$ cat src/sv/vps_pkg.sv
`timescale 1ns / 1ps
// vps_pkg: shared types, mode codes and the varint encoding function
// for the packet field serialiser; no dependencies

package vps_pkg;

    localparam int VARINT_MAX_BYTES = 5;
    localparam int FIXED_MAX_BYTES  = 8;

    typedef enum logic [2:0]
    {
        MODE_U8     = 3'd0,
        MODE_U16    = 3'd1,
        MODE_U32    = 3'd2,
        MODE_U64    = 3'd3,
        MODE_VARINT = 3'd4,
        MODE_HEADER = 3'd5
    } vps_mode_t;

    typedef struct packed
    {
        logic [VARINT_MAX_BYTES-1:0][7:0] bytes;
        logic [2:0]                       len;     // 1..5
    } varint_t;

    // one encoded item: first segment (fixed field or first varint),
    // second segment (id varint in header mode)
    typedef struct packed
    {
        logic [FIXED_MAX_BYTES-1:0][7:0]  seg0;
        logic [3:0]                       n0;
        logic [VARINT_MAX_BYTES-1:0][7:0] seg1;
        logic [2:0]                       n1;
        logic [3:0]                       total;
    } vps_enc_t;

    // 7-bit groups, least significant first, continuation bit on all but the last
    function automatic varint_t varint_encode(logic [31:0] v);
        varint_t    r;
        logic [6:0] grp;
        r.len = 3'd1;
        if (v[31:28] != 4'd0)
            r.len = 3'd5;
        else if (v[27:21] != 7'd0)
            r.len = 3'd4;
        else if (v[20:14] != 7'd0)
            r.len = 3'd3;
        else if (v[13:7] != 7'd0)
            r.len = 3'd2;
        for (int k = 0; k < VARINT_MAX_BYTES; k++)
        begin
            if (k == VARINT_MAX_BYTES - 1)
                grp = {3'd0, v[31:28]};
            else
                grp = v[7*k +: 7];
            r.bytes[k] = {(3'(k) < (r.len - 3'd1)), grp};
        end
        return r;
    endfunction

endpackage

$ cat src/sv/vps_encode.sv
`timescale 1ns / 1ps
// vps_encode: combinational byte layout of one input item
// depends on vps_pkg (mode codes, varint_encode, vps_enc_t)

module vps_encode
(
    input  logic [2:0]              mode,
    input  logic [63:0]             value,
    input  vps_pkg::varint_t        id_code,
    output vps_pkg::vps_enc_t       enc
);
    import vps_pkg::*;

    logic [31:0] hdr_len;
    varint_t     val_code;
    varint_t     len_code;

    // header length counts the id varint as well, wraps at 32 bits
    assign hdr_len  = value[31:0] + {29'd0, id_code.len};
    assign val_code = varint_encode(value[31:0]);
    assign len_code = varint_encode(hdr_len);

    always_comb
    begin
        enc.seg0 = '0;
        enc.n0   = 4'd0;
        enc.seg1 = '0;
        enc.n1   = 3'd0;
        case (mode)
            MODE_U8:
            begin
                enc.seg0[0] = value[7:0];
                enc.n0      = 4'd1;
            end
            MODE_U16:
            begin
                for (int k = 0; k < 2; k++)
                    enc.seg0[k] = value[8*(1-k) +: 8];
                enc.n0 = 4'd2;
            end
            MODE_U32:
            begin
                for (int k = 0; k < 4; k++)
                    enc.seg0[k] = value[8*(3-k) +: 8];
                enc.n0 = 4'd4;
            end
            MODE_U64:
            begin
                for (int k = 0; k < 8; k++)
                    enc.seg0[k] = value[8*(7-k) +: 8];
                enc.n0 = 4'd8;
            end
            MODE_VARINT:
            begin
                enc.seg0 = {24'd0, val_code.bytes};
                enc.n0   = {1'b0, val_code.len};
            end
            MODE_HEADER:
            begin
                enc.seg0 = {24'd0, len_code.bytes};
                enc.n0   = {1'b0, len_code.len};
                enc.seg1 = id_code.bytes;
                enc.n1   = id_code.len;
            end
            default:
            begin
                enc.n0 = 4'd0;
            end
        endcase
        enc.total = enc.n0 + {1'b0, enc.n1};
    end

endmodule

$ cat src/sv/varint_packet_field_serializer.sv
`timescale 1ns / 1ps
// path: an accepted item goes through the input register, the byte buffer and the output register to m_tdata
// throughput: one output byte per cycle while m_tready is high; an item has 1..10 bytes
// and the input register can take the next item meanwhile; modes 6 and 7 yield no bytes
// reset (rst_n, asynchronous, active low): pipeline empties, packet id returns to 0
// depends on vps_pkg and vps_encode

module varint_packet_field_serializer
(
    input  logic        clk,
    input  logic        rst_n,

    // configuration: packet id, written on any cycle with cfg_wr_en high
    input  logic        cfg_wr_en,
    input  logic [31:0] cfg_wr_data,

    // input stream
    input  logic        s_tvalid,
    output logic        s_tready,
    input  logic [63:0] s_tdata,    // [63:0] value
    input  logic [2:0]  s_tuser,    // [2:0] mode

    // output stream
    output logic        m_tvalid,
    input  logic        m_tready,
    output logic [7:0]  m_tdata,    // [7:0] out_byte
    output logic        m_tlast     // final byte of this input transaction
);
    import vps_pkg::*;

    // packet id is only ever needed in its varint form, so it is kept encoded
    varint_t     id_code_reg;

    // input register
    logic        a_valid_reg;
    logic [2:0]  a_mode_reg;
    logic [63:0] a_value_reg;

    // byte buffer of the item being emitted
    logic        b_valid_reg;
    vps_enc_t    b_enc_reg;
    logic [3:0]  b_ptr_reg;

    // output register
    logic        out_valid_reg;
    logic [7:0]  out_byte_reg;
    logic        out_last_reg;

    vps_enc_t    a_enc;
    logic        a_empty;       // unused mode, yields no bytes
    logic        a_move;
    logic        out_load;
    logic        b_last;
    logic        b_done;
    logic        b_free;
    logic [3:0]  seg1_idx;
    logic [7:0]  cur_byte;

    vps_encode u_encode
    (
        .mode    (a_mode_reg),
        .value   (a_value_reg),
        .id_code (id_code_reg),
        .enc     (a_enc)
    );

    // handshake control
    assign out_load = b_valid_reg && (!out_valid_reg || m_tready);
    assign b_last   = (b_ptr_reg == (b_enc_reg.total - 4'd1));
    assign b_done   = out_load && b_last;
    assign b_free   = !b_valid_reg || b_done;
    assign a_empty  = (a_enc.total == 4'd0);
    assign a_move   = a_valid_reg && (b_free || a_empty);
    assign s_tready = !a_valid_reg || a_move;

    // pick the current byte: first segment, then the id segment
    assign seg1_idx = b_ptr_reg - b_enc_reg.n0;

    always_comb
    begin
        if (b_ptr_reg < b_enc_reg.n0)
        begin
            cur_byte = b_enc_reg.seg0[b_ptr_reg[2:0]];
        end
        else
        begin
            case (seg1_idx[2:0])
                3'd0:    cur_byte = b_enc_reg.seg1[0];
                3'd1:    cur_byte = b_enc_reg.seg1[1];
                3'd2:    cur_byte = b_enc_reg.seg1[2];
                3'd3:    cur_byte = b_enc_reg.seg1[3];
                3'd4:    cur_byte = b_enc_reg.seg1[4];
                default: cur_byte = 8'd0;
            endcase
        end
    end

    // packet id register (encoded at write time, reset value encodes 0)
    always_ff @(posedge clk or negedge rst_n)
    begin
        if (!rst_n)
        begin
            id_code_reg <= varint_encode(32'd0);
        end
        else if (cfg_wr_en)
        begin
            id_code_reg <= varint_encode(cfg_wr_data);
        end
    end

    // input register
    always_ff @(posedge clk or negedge rst_n)
    begin
        if (!rst_n)
        begin
            a_valid_reg <= 1'b0;
        end
        else if (s_tready)
        begin
            a_valid_reg <= s_tvalid;
        end
    end

    always_ff @(posedge clk)
    begin
        if (s_tready && s_tvalid)
        begin
            a_mode_reg  <= s_tuser;
            a_value_reg <= s_tdata;
        end
    end

    // byte buffer: refilled in the same cycle its last byte leaves
    always_ff @(posedge clk or negedge rst_n)
    begin
        if (!rst_n)
        begin
            b_valid_reg <= 1'b0;
            b_ptr_reg   <= 4'd0;
        end
        else if (a_move && !a_empty)
        begin
            b_valid_reg <= 1'b1;
            b_ptr_reg   <= 4'd0;
        end
        else if (b_done)
        begin
            b_valid_reg <= 1'b0;
        end
        else if (out_load)
        begin
            b_ptr_reg <= b_ptr_reg + 4'd1;
        end
    end

    always_ff @(posedge clk)
    begin
        if (a_move && !a_empty)
        begin
            b_enc_reg <= a_enc;
        end
    end

    // output register
    always_ff @(posedge clk or negedge rst_n)
    begin
        if (!rst_n)
        begin
            out_valid_reg <= 1'b0;
        end
        else if (out_load)
        begin
            out_valid_reg <= 1'b1;
        end
        else if (m_tready)
        begin
            out_valid_reg <= 1'b0;
        end
    end

    always_ff @(posedge clk)
    begin
        if (out_load)
        begin
            out_byte_reg <= cur_byte;
            out_last_reg <= b_last;
        end
    end

    assign m_tvalid = out_valid_reg;
    assign m_tdata  = out_byte_reg;
    assign m_tlast  = out_last_reg;

    // a loaded buffer always has at least one byte to send
    assert property (@(posedge clk) disable iff (!rst_n)
        b_valid_reg |-> (b_enc_reg.total != 4'd0))
    else $error("byte buffer holds an empty item");

    // read pointer stays inside the loaded item
    assert property (@(posedge clk) disable iff (!rst_n)
        b_valid_reg |-> (b_ptr_reg < b_enc_reg.total))
    else $error("byte pointer past end of item");

    // a held input item is not dropped while the buffer is busy
    assert property (@(posedge clk) disable iff (!rst_n)
        (a_valid_reg && !s_tready) |=> a_valid_reg)
    else $error("stalled input item lost");

    // encoded id is always a legal varint length
    assert property (@(posedge clk) disable iff (!rst_n)
        (id_code_reg.len != 3'd0) && (id_code_reg.len <= 3'd5))
    else $error("packet id varint length out of range");

endmodule
$ cat config.mk
export PLATFORM = sky130hd
export DESIGN_NAME = varint_packet_field_serializer
export DESIGN_NICKNAME = d
export VERILOG_FILES = /design/src/sv/vps_pkg.sv /design/src/sv/vps_encode.sv /design/src/sv/varint_packet_field_serializer.sv
export SDC_FILE = /design/constraint.sdc
export NUM_CORES = 1
export LEC_CHECK = 0
export ABC_AREA = 1
export BUFFER_PORTS_ARGS = -buffer_cell sky130_fd_sc_hd__buf_2
export CORE_ASPECT_RATIO = 1.1
export CORE_UTILIZATION = 60
export DETAILED_ROUTE_END_ITERATION = 12
export HOLD_SLACK_MARGIN = 0.03
export PLACE_DENSITY = 0.81
export SYNTH_ARGS = -nofsm -noshare
export SYNTH_HDL_FRONTEND = slang
export SYNTH_HIERARCHICAL = 1
export SYNTH_SLANG_ARGS = --single-unit
export TNS_END_PERCENT = 30
$ cat constraint.sdc
create_clock -name clk -period 9.03 [get_ports clk]
set_clock_uncertainty 0.05 [all_clocks]
set_input_delay 2.709 -clock clk [delete_from_list [all_inputs] [get_ports clk]]
set_output_delay 2.709 -clock clk [all_outputs]
set_load 0.05 [all_outputs]
==> impl_metrics.csv <==
group,metric,value,unit
timing,setup_violations,0,
clock_tree,cts.clk_slew.worst_paths,0.06,ns
global_routing,track_usage,34.3,%
critical_path,crit_required,6.27,ns
power,p_total,4.09,mW
synthesis,synth_common_cells,"nand2_1, edfxtp_1, nor2_1",
global_routing,use_met1,48.9,%
detailed_routing,drt_iter0_drc,1326,
die,die_area,20100,µm²
finish,final_cells,1653,
global_routing,grt_max_degree,73,
die,io_pins,115,
synthesis,yosysMostFrequentCell,"nand2_1",
global_routing,grt_overflow_total,0,
timing,setup_ws,1.33,ns
finish,fillers,1429,
timing,post-route-min-period,7.70,ns
synthesis,synthesis.area,11700,µm²
synthesis,synthTopCellsByArea,"edfxtp_1, nand2_1, dfrtp_1",
die,start_util,61.3,%
critical_path,endpoint_kind,"output port",
timing,setup-tns-final,0,ns
detailed_routing,drt-pass1-iter-count,6,
synthesis,synth_ff_type,"edfxtp_1",
clock_tree,h-tree-depth,1,
critical_path,worstPathMaxFanout,6,
timing,post-route-period-util,85.3,%
clock_tree,cts_setup_buffers,0,
timing,rsz0062_at_grt,"false",
detailed_routing,drc_errors,0,
power,ir_drop,0.000310,V
critical_path,cp_slowest_cell,"dfstp_2",
clock_tree,holdBufCountCts,0,
power,power.leakage,5.72,nW
flow_run,drv_cap,0,
clock_tree,post_cts_resized,0,
finish,drive_above_1_share,14.6,%
clock_tree,insertion_delay,0.54,ns
detailed_routing,wl_per_cell,20.4,µm
clock_tree,numCtsBuffers,24,
critical_path,worstSetupStartpointType,"register",
detailed_routing,drtAntennaViolNets,0,
detailed_routing,drt-total-wl,33700,µm
detailed_routing,avgViaCountPerCell,5.94,
detailed_routing,num_vias,9813,
timing,max_freq,0.130,GHz
finish,area_growth,13.4,%
placed_design,place_hpwl,24500,µm
die,die_w,135,µm
worst_hold_path,hold_class,"reg -> reg",
synthesis,synth_cell_types,51,
global_routing,grtUsageMet3,7.26,%
outcome,outcome,"finished, final reports clean",
timing,slew_headroom,24.2,%
placed_design,dp_cells,1610,
global_routing,grt_pass1_vias,9118,
synthesis,synth_top_area_share,48.2,%
clock_tree,cts_buffer_depth,3,
timing,holdWs,0.422,ns
synthesis,postSynth.asyncResetShare,20.0,%
synthesis,yosys.area.top_type,"edfxtp_1",
critical_path,crit_path_cell_trace,"ha_1, inv_1, fa_1, o21ai_4, nand2_2, inv_2, nand2_1, nand2_1, nand2_1, nor2_1, nand2_1, nor2_2, nand2_1, o21ai_1, ha_1, inv_1, fa_1, inv_1, nor4_1, nor2_1, nand3_1, buf_2",
global_routing,grtUsageMet2,51.0,%
die,row_count,53,
global_routing,grt_pass1_wl,51000,µm
die,core-area,19100,µm²
synthesis,synth_area_per_cell,9.13,µm²
placed_design,portBuffers,114,
critical_path,crit_top_cell,"nand2_1",
global_routing,busiest_layer,"met2",
synthesis,ys_ff_latch,235,
critical_path,cp.arrival,4.94,ns
power,p_per_area,308,nW/µm²
global_routing,antenna_found_initial,2,
timing,slew_viol_final,0,
clock_tree,clockRootBuffer,"clkbuf_16",
synthesis,yosysSeqAreaShare,58.3,%
placed_design,place_ws,2.03,ns
synthesis,syn_inst,1281,
critical_path,max_stage_delay,0.54,ns
die,die_h,148,µm
clock_tree,cts_tree,"done",
timing,worst_pin_slew,1.14,ns
critical_path,critical_path_class,"reg -> out",
finish,largest_reg_flops,112,
finish,fin_nets,1508,
placed_design,routabilityCongestion,1.05,
synthesis,ys_warn_count,6,
timing,finalHoldViolations,0,
synthesis,synth_enable_flop_cells,188,
clock_tree,cts_sinks,235,
## stage by stage
step / cell area [µm²] / utilization, %
3_3_place_gp: 12500 / 65.4
4_1_cts: 13300 / 69.5
5_1_grt: 13300 / 69.5
2_1_floorplan: 11700 / -
3_5_place_dp: 12500 / 65.4
6_report: 13300 / 69.5
## power breakdown
part	switching [mW]	total (mW)	internal, mW
Clock	0.418	0.994	0.575
Combinational	1.01	1.37	0.359
Sequential	0.175	1.73	1.55
## placed cells by master, fill, tap and decap left out, drive strengths merged
cell,netlist,routed
dfstp,1,1
o21ai,72,72
bufinv,0,3
a21oi,13,13
ha,12,12
o2bb2ai,1,1
o31ai,1,1
nor2,193,193
inv,159,160
xnor2,2,2
fa,3,3
and3,1,1
nand3b,1,1
nor4,5,5
edfxtp,188,188
nand3,75,75
o211ai,8,8
clkinv,1,10
o2111ai,10,10
dfrtp,46,46
diode,0,1
or2,2,2
o22ai,14,14
xor2,3,3
nor3,12,12
nand2,358,358
clkbuf,30,26
a22oi,9,9
a31oi,2,2
buf,13,123
nand4,10,10
conb,1,3
and2,3,3
o21bai,1,1
o221ai,24,24
a221oi,7,7
clkinvlp,0,3
## path summary, 6_finish.rpt
path | start | slack, ns | cells past startpoint | endpoint
max reg2reg | id_code_reg[0]$_DFFE_PN1P_ | 3.45 | 24 | b_enc_reg[27]$_DFFE_PP_
min in group asynchronous | rst_n | 2.33 | 1 | id_code_reg[9]$_DFFE_PN0P_
max in group asynchronous | rst_n | 5.90 | 1 | id_code_reg[10]$_DFFE_PN0P_
max | id_code_reg[0]$_DFFE_PN1P_ | 1.33 | 22 | s_tready
min reg2reg | id_code_reg[27]$_DFFE_PN0P_ | 0.42 | 2 | id_code_reg[27]$_DFFE_PN0P_
min | id_code_reg[27]$_DFFE_PN0P_ | 0.42 | 2 | id_code_reg[27]$_DFFE_PN0P_
## logic make-up (layout without fill, tap and decap cells)
logic type                 count (synthesis)  in the layout  synth area share (%)
DFF                                      235            235                  58.3
AOI/OAI and AO/OA                        162            162                  9.09
adders and majority gates                 15             15                  1.80
xor gates and xnor gates                   5              5                 0.374
other                                      1              4                0.0320
buffers and inverters                    203            325                  6.78
and+or+nand+nor                          660            660                  23.6
## critical path: cells and delay by family, from the launching register on
kind | cells | cell delay, ns
simple gates | 11 | 1.44
fa+ha+maj | 4 | 1.39
buf+inv | 5 | 0.56
flops | 1 | 0.54
compound gates | 2 | 0.47
## metal layers
| layer | vias to the layer above | part of all wire, % |
|---|---|---|
| met5 | - | 0 |
| met4 | 0 | 4.4 |
| met3 | 98 | 11 |
| met2 | 621 | 44 |
| met1 | 4592 | 41 |
| li1 | 4502 | - |
## layout make-up
class,count,area [µm²],area share [%]
Antenna cell,1,2.50,0.0189
Clock buffer,26,608,4.58
Clock inverter,16,179,1.35
Inverter,160,608,4.58
Multi-Input combinational cell,845,4100,30.9
Sequential cell,235,6820,51.4
Tap cell,247,309,2.33
Timing Repair Buffer,123,638,4.81
No activity file was read; power rests on OpenSTA's default activity.
